$ cat config.mk
export PLATFORM = sky130hd
export DESIGN_NAME = signed_int_to_radix_digits_top_flat
export DESIGN_NICKNAME = d
export VERILOG_FILES = /design/src/design/sird_pkg.sv /design/src/design/sird_in_if.sv /design/src/design/sird_out_if.sv /design/src/design/sird_front.sv /design/src/design/sird_queue.sv /design/src/design/sird_back.sv /design/src/design/signed_int_to_radix_digits_top.sv /design/src/flat_wrapper.sv
export VERILOG_INCLUDE_DIRS = /design/src /design/src/design
export SDC_FILE = /design/constraint.sdc
export NUM_CORES = 2
export LEC_CHECK = 0
export ABC_AREA = 1
export ABC_CLOCK_PERIOD_IN_PS = 15200
export CAP_MARGIN = 20
export CORE_MARGIN = 2
export CORE_UTILIZATION = 40
export CTS_BUF_LIST = sky130_fd_sc_hd__clkbuf_4
export CTS_CLUSTER_DIAMETER = 40
export DETAILED_ROUTE_END_ITERATION = 7
export DONT_BUFFER_PORTS = 1
export HOLD_SLACK_MARGIN = 0.08
export PLACE_DENSITY = 0.63
export SETUP_SLACK_MARGIN = 0.15
export SLEW_MARGIN = 30
export SYNTH_ARGS = -nofsm -noshare
export SYNTH_HDL_FRONTEND = slang
export SYNTH_SLANG_ARGS = --single-unit
export TNS_END_PERCENT = 1
$ cat constraint.sdc
create_clock -name i_clk -period 15.2 [get_ports i_clk]
set_input_delay 2.28 -clock i_clk [delete_from_list [all_inputs] [get_ports i_clk]]
set_output_delay 2.28 -clock i_clk [all_outputs]
set_load 0.01 [all_outputs]
$ cat src/design/signed_int_to_radix_digits_top_assert.svh
// Assertion macros for the signed integer to radix digits block.
// Included by the top level; no other dependencies.
`ifndef SIGNED_INT_TO_RADIX_DIGITS_TOP_ASSERT_SVH
`define SIGNED_INT_TO_RADIX_DIGITS_TOP_ASSERT_SVH

// same-cycle implication
`define SIRD_ASSERT_IMP(lbl, clk, rst_n, ante, cons) \
    lbl: assert property (@(posedge clk) disable iff (!rst_n) (ante) |-> (cons)) \
        else $error("sird: same-cycle check failed");

// next-cycle implication
`define SIRD_ASSERT_NXT(lbl, clk, rst_n, ante, cons) \
    lbl: assert property (@(posedge clk) disable iff (!rst_n) (ante) |=> (cons)) \
        else $error("sird: next-cycle check failed");

`endif

$ cat src/design/sird_pkg.sv
// Shared types, constants and helper functions for the radix digit block.
// No dependencies.
package sird_pkg;

    localparam int MAX_SYMBOLS_DEF = 16;
    localparam int VAL_W           = 32;
    localparam int SYM_W           = 8;
    localparam int DIG_W           = 4;
    localparam int RLEN_W          = 5;
    localparam int CFG_W           = 64;
    localparam int ADDR_W          = 5;
    localparam int MAX_DIG         = 32;
    localparam int ND_W            = 6;
    localparam int STK_W           = MAX_DIG * DIG_W;
    localparam int REM_W           = 6;
    localparam int MIN_RADIX       = 2;
    localparam int Q_DEPTH         = 2;
    localparam int PTR_W           = (Q_DEPTH > 1) ? $clog2(Q_DEPTH) : 1;
    localparam int CNT_W           = $clog2(Q_DEPTH + 1);

    localparam logic [SYM_W-1:0] CH_PLUS  = 8'h2B;
    localparam logic [SYM_W-1:0] CH_MINUS = 8'h2D;

    // register indexes (paddr[4:3])
    localparam logic [1:0] REG_RADIX_LEN = 2'd0;
    localparam logic [1:0] REG_SYMS_LO   = 2'd1;
    localparam logic [1:0] REG_SYMS_HI   = 2'd2;

    typedef struct packed {
        logic [RLEN_W-1:0] radix_len;
        logic [CFG_W-1:0]  syms_hi;
        logic [CFG_W-1:0]  syms_lo;
    } t_cfg;

    typedef struct packed {
        logic             neg;
        logic [VAL_W-1:0] mag;
    } t_job;

    typedef struct packed {
        logic full;
        logic empty;
    } t_qstat;

    function automatic logic [SYM_W-1:0] sym_at(t_cfg c, logic [DIG_W-1:0] k);
        logic [2*CFG_W-1:0] all;
        all = {c.syms_hi, c.syms_lo};
        return all[{k, 3'b000} +: SYM_W];
    endfunction

    // floor(2^32 / r); quotient estimate from it is low by at most one
    function automatic logic [VAL_W-1:0] recip(logic [RLEN_W-1:0] r);
        logic [VAL_W-1:0] m;
        unique case (r)
            5'd2:    m = 32'h8000_0000;
            5'd3:    m = 32'h5555_5555;
            5'd4:    m = 32'h4000_0000;
            5'd5:    m = 32'h3333_3333;
            5'd6:    m = 32'h2AAA_AAAA;
            5'd7:    m = 32'h2492_4924;
            5'd8:    m = 32'h2000_0000;
            5'd9:    m = 32'h1C71_C71C;
            5'd10:   m = 32'h1999_9999;
            5'd11:   m = 32'h1745_D174;
            5'd12:   m = 32'h1555_5555;
            5'd13:   m = 32'h13B1_3B13;
            5'd14:   m = 32'h1249_2492;
            5'd15:   m = 32'h1111_1111;
            5'd16:   m = 32'h1000_0000;
            default: m = '0;
        endcase
        return m;
    endfunction

endpackage

$ cat src/design/sird_in_if.sv
// Input channel: one signed value per word.
// Depends on sird_pkg.
interface sird_in_if;
    import sird_pkg::*;
    logic                    valid;
    logic                    ready;
    logic signed [VAL_W-1:0] value;

    modport source (output valid, output value, input ready);
    modport sink   (input valid, input value, output ready);
endinterface

$ cat src/design/sird_out_if.sv
// Output channel: one symbol byte per word, with end-of-value flag.
// Depends on sird_pkg.
interface sird_out_if;
    import sird_pkg::*;
    logic             valid;
    logic             ready;
    logic [SYM_W-1:0] symbol;
    logic             last;

    modport source (output valid, output symbol, output last, input ready);
    modport sink   (input valid, input symbol, input last, output ready);
endinterface

$ cat src/design/sird_front.sv
// Front stage: takes input words, checks the alphabet, forms sign and magnitude.
// Depends on sird_pkg and sird_in_if.
module sird_front #(
    parameter int MAX_SYMBOLS = sird_pkg::MAX_SYMBOLS_DEF
) (
    input  logic          i_clk,
    input  logic          i_rst_n,
    sird_in_if.sink       i_in,
    input  sird_pkg::t_cfg i_cfg,
    output logic          o_push_vld,
    output sird_pkg::t_job o_push_job,
    input  logic          i_push_rdy,
    output logic          o_cfg_ok
);
    import sird_pkg::*;

    logic             r_vld;
    t_job             r_job;
    logic             w_bad;
    logic             w_accept;
    logic             w_neg;
    logic [VAL_W-1:0] w_raw;
    logic [VAL_W-1:0] w_mag;

    // all active symbols compared pairwise in parallel; NUL, '+', '-' rejected too
    always_comb begin
        w_bad = 1'b0;
        for (int a = 0; a < MAX_SYMBOLS; a++) begin
            if (RLEN_W'(a) < i_cfg.radix_len) begin
                if (sym_at(i_cfg, DIG_W'(a)) == '0 || sym_at(i_cfg, DIG_W'(a)) == CH_PLUS ||
                    sym_at(i_cfg, DIG_W'(a)) == CH_MINUS) begin
                    w_bad = 1'b1;
                end
                for (int b = a + 1; b < MAX_SYMBOLS; b++) begin
                    if (RLEN_W'(b) < i_cfg.radix_len &&
                        sym_at(i_cfg, DIG_W'(b)) == sym_at(i_cfg, DIG_W'(a))) begin
                        w_bad = 1'b1;
                    end
                end
            end
        end
    end

    assign o_cfg_ok = (i_cfg.radix_len >= RLEN_W'(MIN_RADIX)) &&
                      (i_cfg.radix_len <= RLEN_W'(MAX_SYMBOLS)) && !w_bad;

    assign i_in.ready = !r_vld || i_push_rdy;
    assign w_accept   = i_in.valid && i_in.ready;
    assign w_raw      = i_in.value;
    assign w_neg      = w_raw[VAL_W-1];
    assign w_mag      = w_neg ? (~w_raw + VAL_W'(1)) : w_raw;

    // words seen with a bad alphabet are dropped here
    always_ff @(posedge i_clk) begin
        if (!i_rst_n) begin
            r_vld <= 1'b0;
        end else if (w_accept) begin
            r_vld <= o_cfg_ok;
        end else if (i_push_rdy) begin
            r_vld <= 1'b0;
        end
    end

    always_ff @(posedge i_clk) begin
        if (w_accept) begin
            r_job.neg <= w_neg;
            r_job.mag <= w_mag;
        end
    end

    assign o_push_vld = r_vld;
    assign o_push_job = r_job;

endmodule

$ cat src/design/sird_queue.sv
// Short job queue between front and back stages.
// Depends on sird_pkg.
module sird_queue (
    input  logic            i_clk,
    input  logic            i_rst_n,
    input  logic            i_push_vld,
    input  sird_pkg::t_job  i_push_job,
    output logic            o_push_rdy,
    output logic            o_pop_vld,
    output sird_pkg::t_job  o_pop_job,
    input  logic            i_pop,
    output sird_pkg::t_qstat o_stat
);
    import sird_pkg::*;

    t_job             r_mem [Q_DEPTH];
    logic [PTR_W-1:0] r_wptr;
    logic [PTR_W-1:0] r_rptr;
    logic [CNT_W-1:0] r_cnt;
    logic             w_push;
    logic             w_pop;

    function automatic logic [PTR_W-1:0] ptr_inc(logic [PTR_W-1:0] p);
        return (p == PTR_W'(Q_DEPTH - 1)) ? '0 : p + PTR_W'(1);
    endfunction

    assign o_stat.full  = (r_cnt == CNT_W'(Q_DEPTH));
    assign o_stat.empty = (r_cnt == '0);
    assign o_push_rdy   = !o_stat.full;
    assign o_pop_vld    = !o_stat.empty;
    assign o_pop_job    = r_mem[r_rptr];
    assign w_push       = i_push_vld && !o_stat.full;
    assign w_pop        = i_pop && !o_stat.empty;

    always_ff @(posedge i_clk) begin
        if (!i_rst_n) begin
            r_wptr <= '0;
            r_rptr <= '0;
            r_cnt  <= '0;
        end else begin
            if (w_push) begin
                r_wptr <= ptr_inc(r_wptr);
            end
            if (w_pop) begin
                r_rptr <= ptr_inc(r_rptr);
            end
            unique case ({w_push, w_pop})
                2'b10:   r_cnt <= r_cnt + CNT_W'(1);
                2'b01:   r_cnt <= r_cnt - CNT_W'(1);
                default: r_cnt <= r_cnt;
            endcase
        end
    end

    always_ff @(posedge i_clk) begin
        if (w_push) begin
            r_mem[r_wptr] <= i_push_job;
        end
    end

endmodule

$ cat src/design/sird_back.sv
// Back stage: divides out digits by reciprocal multiply, then emits them MSB first.
// Depends on sird_pkg and sird_out_if.
module sird_back (
    input  logic           i_clk,
    input  logic           i_rst_n,
    input  sird_pkg::t_cfg i_cfg,
    input  logic           i_job_vld,
    input  sird_pkg::t_job i_job,
    output logic           o_pop,
    sird_out_if.source     o_out
);
    import sird_pkg::*;

    typedef enum logic [2:0] {S_IDLE, S_MUL, S_FIX, S_SIGN, S_EMIT} t_state;

    t_state             r_state;
    logic               r_ovld;
    logic [SYM_W-1:0]   r_osym;
    logic               r_olast;
    logic               r_neg;
    logic [VAL_W-1:0]   r_mag;
    logic [VAL_W-1:0]   r_qest;
    logic [STK_W-1:0]   r_stk;
    logic [ND_W-1:0]    r_nd;

    logic [2*VAL_W-1:0]        w_prod;
    logic [REM_W+RLEN_W-1:0]   w_qr;
    logic [REM_W-1:0]          w_rem;
    logic [REM_W-1:0]          w_rem_fix;
    logic                      w_corr;
    logic [DIG_W-1:0]          w_digit;
    logic [VAL_W-1:0]          w_q;
    logic                      w_slot;
    logic                      w_emit;

    assign w_prod = (2*VAL_W)'(r_mag) * (2*VAL_W)'(recip(i_cfg.radix_len));

    // remainder is below twice the radix, so its low bits are enough
    assign w_qr      = (REM_W+RLEN_W)'(r_qest[REM_W-1:0]) * (REM_W+RLEN_W)'(i_cfg.radix_len);
    assign w_rem     = r_mag[REM_W-1:0] - w_qr[REM_W-1:0];
    assign w_corr    = (w_rem >= REM_W'(i_cfg.radix_len));
    assign w_rem_fix = w_corr ? (w_rem - REM_W'(i_cfg.radix_len)) : w_rem;
    assign w_digit   = w_rem_fix[DIG_W-1:0];
    assign w_q       = r_qest + VAL_W'(w_corr);

    assign w_slot = !r_ovld || o_out.ready;
    assign w_emit = w_slot && (r_state == S_SIGN || r_state == S_EMIT);
    assign o_pop  = (r_state == S_IDLE) && i_job_vld;

    always_ff @(posedge i_clk) begin
        if (!i_rst_n) begin
            r_state <= S_IDLE;
            r_ovld  <= 1'b0;
        end else begin
            if (o_out.ready && !w_emit) begin
                r_ovld <= 1'b0;
            end
            unique case (r_state)
                S_IDLE: begin
                    if (i_job_vld) begin
                        r_mag   <= i_job.mag;
                        r_neg   <= i_job.neg;
                        r_nd    <= '0;
                        r_state <= S_MUL;
                    end
                end
                S_MUL: begin
                    r_qest  <= w_prod[2*VAL_W-1:VAL_W];
                    r_state <= S_FIX;
                end
                S_FIX: begin
                    // digits pushed in at the low end, popped from there too
                    r_stk <= {r_stk[STK_W-DIG_W-1:0], w_digit};
                    r_nd  <= r_nd + ND_W'(1);
                    r_mag <= w_q;
                    if (w_q == '0) begin
                        r_state <= r_neg ? S_SIGN : S_EMIT;
                    end else begin
                        r_state <= S_MUL;
                    end
                end
                S_SIGN: begin
                    if (w_slot) begin
                        r_ovld  <= 1'b1;
                        r_osym  <= CH_MINUS;
                        r_olast <= 1'b0;
                        r_state <= S_EMIT;
                    end
                end
                S_EMIT: begin
                    if (w_slot) begin
                        r_ovld  <= 1'b1;
                        r_osym  <= sym_at(i_cfg, r_stk[DIG_W-1:0]);
                        r_olast <= (r_nd == ND_W'(1));
                        r_stk   <= r_stk >> DIG_W;
                        r_nd    <= r_nd - ND_W'(1);
                        if (r_nd == ND_W'(1)) begin
                            r_state <= S_IDLE;
                        end
                    end
                end
                default: r_state <= S_IDLE;
            endcase
        end
    end

    assign o_out.valid  = r_ovld;
    assign o_out.symbol = r_osym;
    assign o_out.last   = r_olast;

endmodule

$ cat src/design/signed_int_to_radix_digits_top.sv
// Top level of the signed integer to radix digits block: config registers,
// front stage, job queue and digit back stage. Depends on sird_pkg, the
// channel interfaces, sird_front, sird_queue, sird_back and the assert header.
//
// i_in takes one signed 32-bit value per word; o_out gives its text, one
// symbol byte per word, most significant digit first, a '-' word ahead of
// negative values, and last set on the final digit. Bad alphabets give none.
// The APB port holds radix_len at 0x00, symbols 0-7 at 0x08, 8-15 at 0x10;
// write it only while the block is idle.
// A value with n digits runs the divide loop once per digit, each pass one
// 32x32 reciprocal multiply and one correction; then its words go out in
// order. The back stage takes a new value only once it has offered the
// last word of the one before.
// The front stage and a two-deep queue let input words be taken while the
// back stage works or while o_out is stalled; a stalled o_out holds its word.
// Reset empties the pipeline and clears the config registers to zero (no radix).
`include "signed_int_to_radix_digits_top_assert.svh"

module signed_int_to_radix_digits_top #(
    parameter int MAX_SYMBOLS = sird_pkg::MAX_SYMBOLS_DEF
) (
    input  logic                          i_clk,
    input  logic                          i_rst_n,
    sird_in_if.sink                       i_in,
    sird_out_if.source                    o_out,
    input  logic                          psel,
    input  logic                          penable,
    input  logic                          pwrite,
    input  logic [sird_pkg::ADDR_W-1:0]   paddr,
    input  logic [sird_pkg::CFG_W-1:0]    pwdata,
    output logic [sird_pkg::CFG_W-1:0]    prdata,
    output logic                          pready
);
    import sird_pkg::*;

    logic [RLEN_W-1:0] r_radix_len;
    logic [CFG_W-1:0]  r_syms_lo;
    logic [CFG_W-1:0]  r_syms_hi;
    logic [1:0]        w_idx;
    logic              w_wr;
    t_cfg              w_cfg;
    logic              w_cfg_ok;
    logic              w_push_vld;
    t_job              w_push_job;
    logic              w_push_rdy;
    logic              w_pop_vld;
    t_job              w_pop_job;
    logic              w_pop;
    t_qstat            w_qstat;

    assign pready = 1'b1;
    assign w_idx  = paddr[ADDR_W-1:3];
    assign w_wr   = psel && penable && pwrite && pready;

    always_ff @(posedge i_clk) begin
        if (!i_rst_n) begin
            r_radix_len <= '0;
            r_syms_lo   <= '0;
            r_syms_hi   <= '0;
        end else if (w_wr) begin
            unique case (w_idx)
                REG_RADIX_LEN: r_radix_len <= pwdata[RLEN_W-1:0];
                REG_SYMS_LO:   r_syms_lo   <= pwdata;
                REG_SYMS_HI:   r_syms_hi   <= pwdata;
                default:       ;
            endcase
        end
    end

    always_comb begin
        unique case (w_idx)
            REG_RADIX_LEN: prdata = CFG_W'(r_radix_len);
            REG_SYMS_LO:   prdata = r_syms_lo;
            REG_SYMS_HI:   prdata = r_syms_hi;
            default:       prdata = '0;
        endcase
    end

    assign w_cfg.radix_len = r_radix_len;
    assign w_cfg.syms_lo   = r_syms_lo;
    assign w_cfg.syms_hi   = r_syms_hi;

    sird_front #(
        .MAX_SYMBOLS (MAX_SYMBOLS)
    ) u_front (
        .i_clk      (i_clk),
        .i_rst_n    (i_rst_n),
        .i_in       (i_in),
        .i_cfg      (w_cfg),
        .o_push_vld (w_push_vld),
        .o_push_job (w_push_job),
        .i_push_rdy (w_push_rdy),
        .o_cfg_ok   (w_cfg_ok)
    );

    sird_queue u_queue (
        .i_clk      (i_clk),
        .i_rst_n    (i_rst_n),
        .i_push_vld (w_push_vld),
        .i_push_job (w_push_job),
        .o_push_rdy (w_push_rdy),
        .o_pop_vld  (w_pop_vld),
        .o_pop_job  (w_pop_job),
        .i_pop      (w_pop),
        .o_stat     (w_qstat)
    );

    sird_back u_back (
        .i_clk     (i_clk),
        .i_rst_n   (i_rst_n),
        .i_cfg     (w_cfg),
        .i_job_vld (w_pop_vld),
        .i_job     (w_pop_job),
        .o_pop     (w_pop),
        .o_out     (o_out)
    );

    // a word taken with a bad alphabet must not reach the queue
    `SIRD_ASSERT_NXT(a_drop_bad_alphabet, i_clk, i_rst_n, i_in.valid && i_in.ready && !w_cfg_ok, !w_push_vld)
    `SIRD_ASSERT_IMP(a_queue_flags, i_clk, i_rst_n, w_qstat.full, !w_qstat.empty)
    // a push always leaves something in the queue, whatever the back stage pops
    `SIRD_ASSERT_NXT(a_push_lands, i_clk, i_rst_n, w_push_vld && w_push_rdy, !w_qstat.empty)

endmodule
$ cat src/flat_wrapper.sv
// flat-port wrapper written by rule: the top's interface ports become plain ports
module signed_int_to_radix_digits_top_flat import sird_pkg::*;
#(
    parameter int MAX_SYMBOLS = sird_pkg::MAX_SYMBOLS_DEF
)
  (i_clk, i_rst_n, psel, penable, pwrite, paddr, pwdata, prdata, pready, i_in_valid, i_in_value, i_in_ready, o_out_valid, o_out_symbol, o_out_last, o_out_ready);
  sird_in_if i_in_i ();
  sird_out_if o_out_i ();
  input  logic i_clk;
  input  logic i_rst_n;
  input  logic psel;
  input  logic penable;
  input  logic pwrite;
  input  logic [sird_pkg::ADDR_W-1:0] paddr;
  input  logic [sird_pkg::CFG_W-1:0] pwdata;
  output logic [sird_pkg::CFG_W-1:0] prdata;
  output logic pready;
  input wire logic [$bits(i_in_i.valid)-1:0] i_in_valid;
  input wire logic [$bits(i_in_i.value)-1:0] i_in_value;
  output wire logic [$bits(i_in_i.ready)-1:0] i_in_ready;
  output wire logic [$bits(o_out_i.valid)-1:0] o_out_valid;
  output wire logic [$bits(o_out_i.symbol)-1:0] o_out_symbol;
  output wire logic [$bits(o_out_i.last)-1:0] o_out_last;
  input wire logic [$bits(o_out_i.ready)-1:0] o_out_ready;
  assign i_in_i.valid = i_in_valid;
  assign i_in_i.value = i_in_value;
  assign i_in_ready = i_in_i.ready;
  assign o_out_valid = o_out_i.valid;
  assign o_out_symbol = o_out_i.symbol;
  assign o_out_last = o_out_i.last;
  assign o_out_i.ready = o_out_ready;
  signed_int_to_radix_digits_top #(.MAX_SYMBOLS(MAX_SYMBOLS)) u_core (.i_clk(i_clk), .i_rst_n(i_rst_n), .i_in(i_in_i), .o_out(o_out_i), .psel(psel), .penable(penable), .pwrite(pwrite), .paddr(paddr), .pwdata(pwdata), .prdata(prdata), .pready(pready));
endmodule
==> metrics.md <==
| Metric | Value |
|---|---|
| Routed Antenna Nets | `0` |
| Initial Utilization | `0.402` |
| Die boundary width | `around 420 um` |
| Pin count of the biggest net entering global routing | `138` |
| Hold path depth | `0` |
| Wirelength per Cell | `approximately 27 um` |
| Commonest non-fill, non-tap cell in the layout | `nand2_1` |
| Top_reg_cell synth | `edfxtp_1` |
| Failing checks | `design-rule violations` |
| Die Footprint | `0.175 sq mm` |
| Cells after Synth | `around 9500` |
| CTS tree | `done` |
| Worst Hold Class | `flop to flop` |
| Syn. warnings | `0` |
| Part of the Yosys area used for sequential elements | `0.182` |
| First-pass DRT Iterations | `8` |
| Post-place setup slack | `approximately 7.0 ns` |
| Core ar. | `between 0.15 and 0.2 sq mm` |
| RSZ-0062 raised after global routing | `false` |
| Post-cts resize count | `0` |
| Routed WL | `314 mm` |
| Initial DRC count | `8863` |
| Sw frac | `0.423` |
| Count of cell types in the netlist | `48` |
| Mapped Nets | `10800` |
| Vias per std cell | `5.72` |
| DRC | `4` |
| Register share of total power | `0.367` |
| Vias in the first global route | `approximately 66000` |
| Combinational power share | `0.372` |
| Post-CTS Setup Bufs | `0` |
| IO buf count | `0` |
| Power per cell area | `59.2 mW/mm^2` |
| Arr. time, crit path | `9.08 ns` |
| Netlist Area Pre-Place | `approximately 0.069 sq mm` |
| Worst setup margin | `7.03 ns` |
| Clock Power Share | `0.261` |
| Std cell rows | `152` |
| Root cell of the clock tree | `clkbuf_4` |
| Worst-Margin Slew | `1.07 ns` |
| Fmax | `roughly 120 MHz` |
| Minimum clock period | `8.17 ns` |
| Critical path startpoint category | `flop` |
| Clk_lat worst skew | `1.19 ns` |
| # nets final | `about 11000` |
| Required @ worst endpoint | `~16 ns` |
| Worst Hold End | `u_core.u_queue.r_mem[1][24]` |
| Tcrit/Tclk final | `0.537` |
| Reg2reg end | `u_core.u_back.r_qest[26]` |
| Final setup vio count | `0` |
| # Max-Cap Violations | `0` |
| Longest Clk Path Bufs | `3` |
| Detailed-route via count | `66800` |
| Synth-to-Final Area Change | `5.77%` |
| Slew headroom | `0.282` |
| Syn Area/Cell | `7.25 sq um` |
| Leakage dissipation | `0.0357 uW` |
| Setup TNS | `0 ns` |
| Cts bufs inserted | `119` |
| Psw | `1820 uW` |
| IO Count | `about 180` |
| FF+latch count, synth | `472` |
| Slew Viols, Final | `0` |
| CP endpoint kind | `flop` |
| Sink Count | `approximately 470` |
| Die height | `419 um` |
| Initial antenna violation count | `20` |
| Internal power | `approximately 2500 uW` |
| First-pass GRT wire length | `452 mm` |
| Post-CTS Hold Buffers | `0` |
| Status | `finished with violations` |
| Layout cells sized above 1 | `0.0552` |
| FF-to-FF path depth | `27` |
| Most frequent cells in the layout | `nand2_1 (2944), inv_1 (1607), fa_1 (903)` |
| Final count of hold timing violations | `0` |
| Async set or reset register ratio after synthesis | `0` |
| Clk_skew | `0.0731 ns` |
| Maximum VDD drop | `about 0.066 mV` |
| Crit Path Max Fanout | `32` |
| Post-synth EDFFs | `307` |
| Post-DP HPWL | `around 220 mm` |
| Kind of critical path | `flop to flop` |
| GRT overflow | `0` |
| Worst-path clk slew | `0.07 ns` |
| Hold Startpoint | `u_core.u_front.o_push_job[24]` |
| Total GRT Usage | `0.357` |
| Placer Congestion | `around 1.1` |
| H-tree depth | `3` |
| R2r setup slk | `7.03 ns` |
-- flip-flops by register name, indices dropped and copies added (netlist names), 2 cells and up, named ones only --
name	count
u_core.u_back.r_stk	128
u_core.u_queue.r_mem	66
u_core.r_syms_hi	64
u_core.r_syms_lo	64
u_core.u_front.o_push_job	33
u_core.u_back.r_mag	32
u_core.u_back.r_qest	32
u_core.u_back.o_out.symbol	8
u_core.u_back.r_nd	6
u_core.r_radix_len	5
u_core.u_back.r_state	3
u_core.u_queue.r_cnt	2
-- metal layers --
metal | GRT usage | share of wire
met5 | 0 | 0.00054
met4 | 0.202 | 0.068
met3 | 0.132 | 0.14
met2 | 0.518 | 0.41
met1 | 0.458 | 0.38
-- kinds of logic (layout without fill, tap and decap cells) --
logic type	count (synthesis)	count (layout)	share of synthesized area
AOI/OAI and AO/OA	931	931	0.0735
xor gates and xnor gates	435	435	0.0554
buffers and inverters	2279	2145	0.129
other	1	15	0.0000545
and+or+nand+nor	4189	4189	0.246
DFF	472	472	0.182
adders and majority gates	1187	1187	0.314
-- cells in the mapped netlist, drive strengths merged (2+ instances only) --
cell     number  area, sq um
edfxtp      307         9220
a211oi        4         30.0
o2111ai       5         43.8
nand4       229         1430
nor3         73          387
nand2      2953        11100
a31o          3         26.3
xor2        172         1510
a221oi        2         17.5
clkbuf      320         1200
nand3       292         1460
dfxtp       165         3300
or2           9         56.3
xnor2       263         2300
o31ai        12         90.1
nor4          7         43.8
buf         305         1480
nor2        611         2320
o21a         13         97.6
fa          903        18100
o211ai       27          203
ha          284         3550
a21oi       378         1890
nand3b       12         90.1
clkinv       35          131
inv        1619         6080
o21ai       346         1730
o221ai        6         52.6
a21o          7         52.6
o21bai       11         82.6
o22ai        72          450
a31oi        43          269
-- power groups by stage --
stage          logic, uW  clock network, uW  registers [uW]
2_1_floorplan        938                  0            1610
3_3_place_gp        1510                  0            1610
3_5_place_dp        1530                  0            1610
5_1_grt             1710               1220            1590
6_report            1600               1130            1580
4_1_cts             1540               1160            1580
-- how the worst max path moves through the flow --
stage                                to  cells after the start
3_5_place_dp   u_core.u_back.r_qest[21]                     24
2_1_floorplan    u_core.u_back.r_stk[0]                      3
5_1_grt        u_core.u_back.r_qest[20]                     30
6_report       u_core.u_back.r_qest[26]                     27
4_1_cts        u_core.u_back.r_qest[21]                     24
3_3_place_gp   u_core.u_back.r_qest[21]                     24
-- final cells by class --
class | instances | area [sq um]
Fill cell | 17500 | 98600
Multi-Input combinational cell | 6743 | 47500
Sequential cell | 472 | 12500
Inverter | 1654 | 6210
Tap cell | 2310 | 2890
Timing Repair Buffer | 272 | 2090
Clock buffer | 172 | 1290
Clock inverter | 47 | 268
Antenna cell | 14 | 35.0
-- critical path, stage by stage (launching register included) --
cell and delay, ns:
dfxtp_1 0.31, buf_4 0.53, nand2_1 0.26, fa_1 0.53, inv_1 0.06, fa_1 0.52
fa_1 0.57, inv_1 0.06, fa_1 0.51, inv_1 0.06, fa_1 0.53, inv_1 0.06
fa_1 0.47, inv_1 0.05, fa_1 0.47, inv_1 0.05, fa_1 0.50, inv_1 0.15
ha_1 0.37, a21oi_1 0.12, o21ai_0 0.30, nand2_1 0.09, nand2_1 0.09, inv_1 0.06
o21ai_0 0.58, a31oi_1 0.17, nand2_1 0.13, xor2_1 0.29
-- stage by stage --
stage	std cells	area (sq um)	util	hold WS, ns	power (uW)
floorplan	9494	68800	-	0.421	2540
global placement	11400	71100	0.415	0.424	3110
detailed placement	11400	71200	0.415	0.431	3140
CTS	11700	72700	0.424	0.438	4290
global route	11700	72800	0.425	0.450	4530
finish	11700	72800	0.425	0.435	4310
Power figures use the tool's default switching activity.
